$ cat config.mk
export PLATFORM = sky130hd
export DESIGN_NAME = rmwp_window
export DESIGN_NICKNAME = d
export VERILOG_FILES = /design/src/hw/rtl/rmwp_pkg.sv /design/src/hw/rtl/rmwp_window.sv
export SDC_FILE = /design/constraint.sdc
export NUM_CORES = 1
export LEC_CHECK = 0
export BUFFER_PORTS_ARGS = -buffer_cell sky130_fd_sc_hd__buf_2
export CELL_PAD_IN_SITES_DETAIL_PLACEMENT = 1
export CELL_PAD_IN_SITES_GLOBAL_PLACEMENT = 2
export CORE_AREA = 2 2 276 278
export CTS_BUF_LIST = sky130_fd_sc_hd__clkbuf_2
export CTS_CLUSTER_DIAMETER = 30
export DETAILED_ROUTE_END_ITERATION = 10
export DIE_AREA = 0 0 278 280
export PLACE_DENSITY = 0.8
export SKIP_CTS_REPAIR_TIMING = 1
export SLEW_MARGIN = 30
export SYNTH_ARGS = -nofsm -noshare
export SYNTH_HDL_FRONTEND = slang
export SYNTH_SLANG_ARGS = --single-unit
export TNS_END_PERCENT = 50
$ cat constraint.sdc
create_clock -name clk -period 20.3 [get_ports clk]
set_input_delay 5.075 -clock clk [delete_from_list [all_inputs] [get_ports clk]]
set_output_delay 5.075 -clock clk [all_outputs]
set_load 0.03 [all_outputs]
$ cat src/hw/rtl/rmwp_pkg.sv
// Shared types and the single-precision adder for the row match window pre-accumulator.
package rmwp_pkg;

  localparam int ROW_W  = 15;
  localparam int BANK_W = 4;

  localparam logic [31:0] QNAN_BIT    = 32'h0040_0000;
  localparam logic [31:0] DEFAULT_NAN = 32'hFFC0_0000;

  // Per-item fields that ride along the chain unchanged
  typedef struct packed {
    logic [1:0][ROW_W-1:0] row_index;
    logic [BANK_W-1:0]     bank;
    logic [1:0]            dummy;
    logic                  shared;
    logic                  tile_end;
    logic                  final_flag;
  } meta_t;

  // IEEE-754 single add, round to nearest even, subnormals kept.
  // NaN handling: first NaN operand is quieted and returned; inf - inf gives the default NaN.
  function automatic logic [31:0] fp_add(input logic [31:0] a, input logic [31:0] b);
    logic        a_nan, b_nan, a_inf, b_inf;
    logic [31:0] x, y;
    logic [8:0]  ex, ey, e, lim;
    logic [23:0] mx, my;
    logic [8:0]  d;
    logic [4:0]  sh_amt;
    logic [50:0] sh;
    logic [26:0] al;
    logic [27:0] s;
    logic [4:0]  lz, amt;
    logic        found;
    logic [26:0] n;
    logic        rnd;
    logic [30:0] mag;
    logic [31:0] res;
    a_nan = (a[30:23] == 8'hFF) && (a[22:0] != 23'd0);
    b_nan = (b[30:23] == 8'hFF) && (b[22:0] != 23'd0);
    a_inf = (a[30:23] == 8'hFF) && (a[22:0] == 23'd0);
    b_inf = (b[30:23] == 8'hFF) && (b[22:0] == 23'd0);
    x = a; y = b; ex = '0; ey = '0; e = '0; lim = '0; mx = '0; my = '0; d = '0;
    sh_amt = '0; sh = '0; al = '0; s = '0; lz = '0; amt = '0; found = 1'b0;
    n = '0; rnd = 1'b0; mag = '0; res = '0;
    if (a_nan) begin
      res = a | QNAN_BIT;
    end else if (b_nan) begin
      res = b | QNAN_BIT;
    end else if (a_inf && b_inf && (a[31] != b[31])) begin
      res = DEFAULT_NAN;
    end else if (a_inf) begin
      res = a;
    end else if (b_inf) begin
      res = b;
    end else begin
      // larger magnitude first
      if (a[30:0] < b[30:0]) begin
        x = b; y = a;
      end
      ex = {1'b0, (x[30:23] == 8'd0) ? 8'd1 : x[30:23]};
      ey = {1'b0, (y[30:23] == 8'd0) ? 8'd1 : y[30:23]};
      mx = {x[30:23] != 8'd0, x[22:0]};
      my = {y[30:23] != 8'd0, y[22:0]};
      // align smaller operand, keep guard bits and sticky
      d      = ex - ey;
      sh_amt = (d > 9'd31) ? 5'd31 : d[4:0];
      sh     = {my, 27'd0} >> sh_amt;
      al     = sh[50:24] | {26'd0, |sh[23:0]};
      if (x[31] == y[31]) begin
        s = {1'b0, mx, 3'b000} + {1'b0, al};
      end else begin
        s = {1'b0, mx, 3'b000} - {1'b0, al};
      end
      if (s == 28'd0) begin
        res = {x[31] & y[31], 31'd0};
      end else begin
        if (s[27]) begin
          n = s[27:1] | {26'd0, s[0]};
          e = ex + 9'd1;
        end else begin
          for (int i = 26; i >= 0; i--) begin
            if (!found) begin
              if (s[i]) found = 1'b1;
              else lz = lz + 5'd1;
            end
          end
          lim = ex - 9'd1;
          amt = ({4'd0, lz} > lim) ? lim[4:0] : lz;
          n   = s[26:0] << amt;
          e   = ex - {4'd0, amt};
        end
        if (e >= 9'd255) begin
          res = {x[31], 8'hFF, 23'd0};
        end else begin
          rnd = n[2] & (n[1] | n[0] | n[3]);
          mag = {(n[26] ? e[7:0] : 8'd0), n[25:3]} + {30'd0, rnd};
          res = {x[31], mag};
        end
      end
    end
    return res;
  endfunction

endpackage

$ cat src/hw/rtl/rmwp_window.sv
// Key/value windows for both lanes and the first stage of the accumulation chain.
module rmwp_window #(
  parameter int WINDOW    = 4,
  parameter int BANK_BITS = 4
) (
  input  logic                              clk,
  input  logic                              rst_n,
  input  logic                              in_valid,
  output logic                              in_ready,
  input  logic [15:0]                       row_word_a,
  input  logic [31:0]                       value_a,
  input  logic [15:0]                       row_word_b,
  input  logic [31:0]                       value_b,
  input  logic                              shared_flag,
  input  logic                              tile_end,
  input  logic                              final_flag,
  output logic                              st_valid,
  input  logic                              st_ready,
  output logic [1:0][31:0]                  st_acc,
  output logic [1:0][WINDOW-1:0][31:0]      st_vals,
  output logic [1:0][WINDOW-1:0]            st_mask,
  output rmwp_pkg::meta_t                   st_meta
);

  localparam int KEY_W = 16 + BANK_BITS;
  localparam int BW    = (BANK_BITS < rmwp_pkg::BANK_W) ? BANK_BITS : rmwp_pkg::BANK_W;

  logic [1:0][WINDOW-1:0][KEY_W-1:0] key_r, key_nxt, key_sh;
  logic [1:0][WINDOW-1:0][31:0]      val_r, val_nxt, val_sh;
  logic [1:0][WINDOW-1:0]            mask;
  logic [1:0][15:0]                  row;
  logic [1:0][KEY_W-1:0]             key;
  logic [1:0][31:0]                  val;
  logic [BANK_BITS-1:0]              bank;
  logic                              take;
  logic                              valid_r;
  logic [1:0][31:0]                  acc_r;
  logic [1:0][WINDOW-1:0][31:0]      vals_r;
  logic [1:0][WINDOW-1:0]            mask_r;
  rmwp_pkg::meta_t                   meta_r, meta_nxt;

  assign in_ready = !valid_r || st_ready;
  assign take     = in_valid && in_ready;

  // row selection and key build
  always_comb begin
    bank   = shared_flag ? row_word_a[BANK_BITS-1:0] : '0;
    row[0] = shared_flag ? row_word_b : row_word_a;
    row[1] = row_word_b;
    val[0] = value_a;
    val[1] = value_b;
    for (int p = 0; p < 2; p++) begin
      key[p] = {shared_flag, row[p][14:0], bank};
    end
  end

  // shifted windows and match masks
  always_comb begin
    for (int p = 0; p < 2; p++) begin
      for (int k = 0; k < WINDOW; k++) begin
        if (k == WINDOW - 1) begin
          key_sh[p][k] = key[p];
          val_sh[p][k] = val[p];
        end else begin
          key_sh[p][k] = key_r[p][k+1];
          val_sh[p][k] = val_r[p][k+1];
        end
        mask[p][k] = (key_sh[p][k] == key[p]);
      end
    end
    key_nxt = tile_end ? '0 : key_sh;
    val_nxt = tile_end ? '0 : val_sh;
  end

  always_comb begin
    meta_nxt              = '0;
    meta_nxt.row_index[0] = row[0][14:0];
    meta_nxt.row_index[1] = row[1][14:0];
    meta_nxt.bank         = 4'(bank[BW-1:0]);
    meta_nxt.dummy[0]     = !row[0][15];
    meta_nxt.dummy[1]     = !row[1][15];
    meta_nxt.shared       = shared_flag;
    meta_nxt.tile_end     = tile_end;
    meta_nxt.final_flag   = final_flag;
  end

  // window state
  always_ff @(posedge clk) begin
    if (!rst_n) begin
      key_r <= '0;
      val_r <= '0;
    end else if (take) begin
      key_r <= key_nxt;
      val_r <= val_nxt;
    end
  end

  // snapshot stage
  always_ff @(posedge clk) begin
    if (!rst_n) begin
      valid_r <= 1'b0;
    end else if (in_ready) begin
      valid_r <= in_valid;
    end
  end

  always_ff @(posedge clk) begin
    if (take) begin
      for (int p = 0; p < 2; p++) begin
        acc_r[p] <= mask[p][0] ? val_sh[p][0] : 32'd0;
      end
      vals_r <= val_sh;
      mask_r <= mask;
      meta_r <= meta_nxt;
    end
  end

  assign st_valid = valid_r;
  assign st_acc   = acc_r;
  assign st_vals  = vals_r;
  assign st_mask  = mask_r;
  assign st_meta  = meta_r;

endmodule

==> results of run 1 <==
per-stage QoR:
step	cell area (um2)	total power (uW)	cells	util, %	setup slack, ns
2_1_floorplan	25200	1710	1972	-	3.45
3_3_place_gp	28300	1780	3279	37.6	9.65
3_5_place_dp	28300	1790	3279	37.6	9.67
4_1_cts	30000	2780	3612	39.9	9.66
5_1_grt	30000	2870	3616	39.9	9.64
6_report	30000	2730	3617	39.9	9.67
layer usage:
layer	vias to the layer above	GRT usage (%)
met3	104	4.73
met1	8472	20.2
met2	487	29.8
met4	0	6.36
met5	-	0
li1	8097	-
cells by family after synthesis:
family,share of synthesized area [%]
and+or+nand+nor,16.2
DFF,67.3
AOI/OAI and AO/OA,9.01
buffers and inverters,2.85
xor gates and xnor gates,3.54
muxes,1.10
other,0.0149
state kept, by name, summed over array words and instances (netlist names):
register  flops
st_vals     256
val_r       192
key_r       105
st_acc       64
st_meta      39
st_mask       6
st_valid      1
where the power goes:
part	switching [uW]	leakage [uW]	total [uW]	internal (uW)
clock network	579	0.00131	973	394
registers	20.9	0.00606	1490	1470
logic	197	0.00405	269	72.2
total	797	0.0114	2730	1930
worst max-delay path: stages:
cell and delay, ns:
buf_2 0.09, nand2b_1 0.19, buf_2 0.20
area by class of cell:
cell class | instances | area, um2
sequential | 663 | 16900
multi-input combinational | 1134 | 7540
fill | 8313 | 45200
timing repair buffer | 487 | 2530
tap | 978 | 1220
clock buffer | 272 | 1360
clock inverter | 61 | 367
inverter | 18 | 75.1
antenna | 4 | 10.0
cells in the final DEF, fill, tap and decap left out, types with 3 or more instances in the layout:
master        n
nor4_1       20
nor3_1       15
clkinv_4      3
nand4_1       9
edfxtp_1    365
clkbuf_2    272
clkinv_2     13
nor2_1        3
dfxtp_1     298
buf_4        14
and4_1        3
xor2_1       45
a21boi_0    283
buf_6         4
xor2_2        3
inv_8         3
buf_2       467
nor2b_1      16
diode_2       4
mux2i_2       8
mux2i_4       7
a21oi_1      17
nand3_1       5
a41oi_1       3
nand3b_1    277
and2_1       37
and3_1       32
inv_1        17
nand2_1     284
clkinv_1     33
xnor2_1      51
clkinvlp_4    3
inv_6         3
final timing paths:
kind | start | end | slack, ns | cells after the start
max | st_ready | in_ready | 9.67 | 3
min | val_r[186] | st_vals[154] | 0.41 | 0
max reg2reg | st_valid | val_r[97] | 16.17 | 8
min reg2reg | val_r[186] | st_vals[154] | 0.41 | 0
==> results.toml, run 1 <==
[status]
status = "finished clean"

[synthesis]
ys_types = 39
synth_area_leaders = "edfxtp_1 44%, dfxtp_1 24%, a21boi_0 8.4%, nand3b_1 8.3%, nand2_1 4.3%"
ys_seq_elements = 663
synth_top_area_cell = "edfxtp_1"
netlist.area_leader.share_pct = 43.6
synth-edff-count = 365
syn-instance-count = 1971
syn_area_um2 = 25200
synth_common_cells = "365 x edfxtp_1, 298 x dfxtp_1, 285 x nand2_1, 283 x a21boi_0, 277 x nand3b_1"
yosysWarningCount = 0
synth.most_common_cell = "edfxtp_1"
synth_ff_type = "edfxtp_1"
async_reset_ff_share_pct = 0
syn_avg_cell_area_um2 = 12.8
ys_seq_area_share_pct = 67.3

[place]
io_buffers = 469
place_congestion = 0.783
place_hpwl_um = 44700

[setup_path]
critPathRequiredTime_ns = 15.23
cp.arrival_ns = 5.56
cp_max_fo = 3
criticalPathCategory = "in2out"
start_kind = "input port"
cp-end-kind = "output port"

[timing]
fin_crit_ns = 10.63
fmax_mhz = 94.1
worstMarginPinSlew_ns = 0.980
setup_violations = 0
maxSlewHeadroom_pct = 34.7
min_period_over_period_pct = 52.4
rsz0062_at_grt = "false"
holdWs_ns = 0.408
drv_slew = 0
final.setup.tns_ns = 0
clock_skew_ns = 0.133
hold_viol = 0

[grt]
grt_pass1_vias = 17800
grt_max_degree = 185
antenna_found_initial = 4
grt_overflow = 0
grt_pass1_wl_um = 104000
grt_usage_pct = 17.1

[floorplan]
rows = 101
io_pins = 472
dieArea_um2 = 77800
fp.coreArea_um2 = 75200
die_w_um = 278
start_util_pct = 33.5
die_height_um = 280

[clock_tree]
cts.sinks = 663
cts_inserted_buffers = 178
cts_root_buffer = "clkbuf_2"
clockBufferDepth = 3
clkTransAtPathRegs_ns = 0.12
cts_max_level = 4
cts_tree = "done"
clock_latency_ns = 1.34

[hold_path]
hp-class = "reg2reg"

[route]
drt-initial-drc-count = 822
vias = 17200
vias_per_cell = 4.74
totalWireLength_um = 68700
wire_per_inst_um = 19.0
ant_nets = 0
wl_met2_um = 34900
maxUsedRoutingLayer = "met4"
wl_met3_um = 3700
first_pass_iters = 5
drc = 0
wirelength_met1_um = 28700

[layout]
finalNetCount = 2585
synthToLayoutAreaGrowth_pct = 19.4
drive_above_1_share_pct = 30.8

[power]
power.leakage_uw = 0.0114
peakVddDrop_mv = 0.0378
power_density_nw_per_um2 = 90.9

[job]
cap_viol_max_count = 0
(Power assumes the default switching activity.)
==> run 2, diff against run 1 <==
clock period = 9.93 ns   (was 20.3 ns; I/O delays follow)
==> results.toml, run 2 (synthesis gave the netlist of run 1 again) <==
[power]
power.leakage_uw = 0.0114
netSwitchingFraction_pct = 28.7
peakVddDrop_mv = 0.0749
p_switching_uw = 1600
total_power_uw = 5580
power_density_nw_per_um2 = 185
internal-power_uw = 3980
comb_power_share_pct = 10.0
p_clk_share_pct = 35.6
share_seq_of_total_power_pct = 54.5

[job]
cap_viol_max_count = 0

[setup_path]
path_cells = "buf_2 > nand2b_1 > buf_2"
critPathBufInv = 2
crit_path_top_delay_cell = "buf_2"
cpMostUsedCell = "buf_2"
critPathRequiredTime_ns = 7.45
start_kind = "input port"
cp_max_fo = 3
r2r_cells = 8
criticalPathCategory = "in2out"
cp-end-kind = "output port"
crit_family = "buffers and inverters"
path_depth = 3
cp.arrival_ns = 2.97
critical-path-max-stage-delay_ns = 0.20

[layout]
seqCellArea_um2 = 16900
design_area_um2 = 30100
fillers = 8307
largest_reg_flops = 256
fin_cells = 3616
final_cell_mix = "467 x buf_2, 365 x edfxtp_1, 298 x dfxtp_1"
drive_above_1_share_pct = 30.3
synthToLayoutAreaGrowth_pct = 19.7
final_common_cell = "buf_2"
finalNetCount = 2585
multiInputGateArea_um2 = 7540

[floorplan]
die_height_um = 280
rows = 101
fp.coreArea_um2 = 75200
io_pins = 472
dieArea_um2 = 77800
die_w_um = 278
start_util_pct = 33.5

[timing]
setup_violations = 0
hold_viol = 0
holdWs_ns = 0.423
final.setup.tns_ns = 0
fin_crit_ns = 5.45
rsz0062_at_grt = "false"
drv_slew = 0
clock_skew_ns = 0.115
worstMarginPinSlew_ns = 0.897
fmax_mhz = 183
min_period_over_period_pct = 54.9
maxSlewHeadroom_pct = 40.2

[grt]
grt_pass1_wl_um = 104000
antenna_found_initial = 3
grt_overflow = 0
grt_pass1_vias = 17800
grt_usage_pct = 17.2
grt_max_degree = 203

[route]
drc = 0
first_pass_iters = 5
vias_per_cell = 4.73
ant_nets = 0
totalWireLength_um = 68300
wire_per_inst_um = 18.9
drt-initial-drc-count = 982
vias = 17100

[hold_path]
hp-class = "reg2reg"
whs_path_depth = 0

[clock_tree]
cts_root_buffer = "clkbuf_2"
cts_inserted_buffers = 178
clkTransAtPathRegs_ns = 0.10
clock_latency_ns = 1.31
cts_tree = "done"
cts_max_level = 4
cts.sinks = 663
clockBufferDepth = 3

[status]
status = "finished clean"

[place]
place_hpwl_um = 44600
placedCellCount = 3277
place_congestion = 0.798
place_area_um2 = 28300
io_buffers = 469
run 2: changes by cell type in the layout (fill, tap and decap cells not counted), moves of 2 or more:
cell / previous run / this run
clkinv_4: 3 / 0
bufinv_16: 2 / 4
inv_8: 3 / 1
buf_12: 1 / 4
clkinv_1: 33 / 45
buf_4: 14 / 8
clkbuf_2: 272 / 261
run 2: final timing paths:
path	startpoint	endpoint	slack, ns
min reg2reg	val_r[34]	st_vals[2]	0.42
max	st_ready	in_ready	4.48
max reg2reg	st_valid	val_r[71]	6.93
min	val_r[34]	st_vals[2]	0.42
run 2: layer usage:
metal  track usage (%)  wire length [um]  share of wire [%]  up-vias
li1                  -                 -                  -     8119
met1              20.5             29000                 43     8493
met2              29.9             34800                 51      415
met3              4.52              3150                4.6       89
met4              6.10              1300                1.9        0
met5                 0                 0                  0        -
run 2: power groups by stage:
stage / sequential, uW / combinational (uW) / clock [uW]
after floorplan: 3280 / 201 / 0
after global placement: 3100 / 550 / 0
after detailed placement: 3100 / 558 / 0
after CTS: 3040 / 559 / 2090
after global routing: 3050 / 591 / 2230
final: 3040 / 556 / 1980
run 2: final cells by class:
type                    count  share of cell area [%]
flip-flops and latches    663                    56.2
multi-input cells        1134                    25.0
repair buffers            487                    8.64
clock buffers             261                    4.34
well taps                 978                    4.06
clock inverters            72                    1.46
inverters                  18                   0.249
diodes                      3                  0.0249
run 2: worst register-to-register path, delay by kind of cell, from the launching register on:
| family | cells | cell delay (ns) |
|---|---|---|
| AO/OA/AOI/OAI | 1 | 0.22 |
| AND/OR/NAND/NOR | 3 | 0.37 |
| flip-flops | 1 | 0.34 |
| buffers and inverters | 4 | 1.95 |
run 2: metrics by stage:
step	util (%)	setup WS [ns]
floorplan	-	1.32
global placement	37.6	4.40
detailed placement	37.6	4.24
CTS	39.9	4.47
global route	40.1	4.44
finish	40.1	4.48
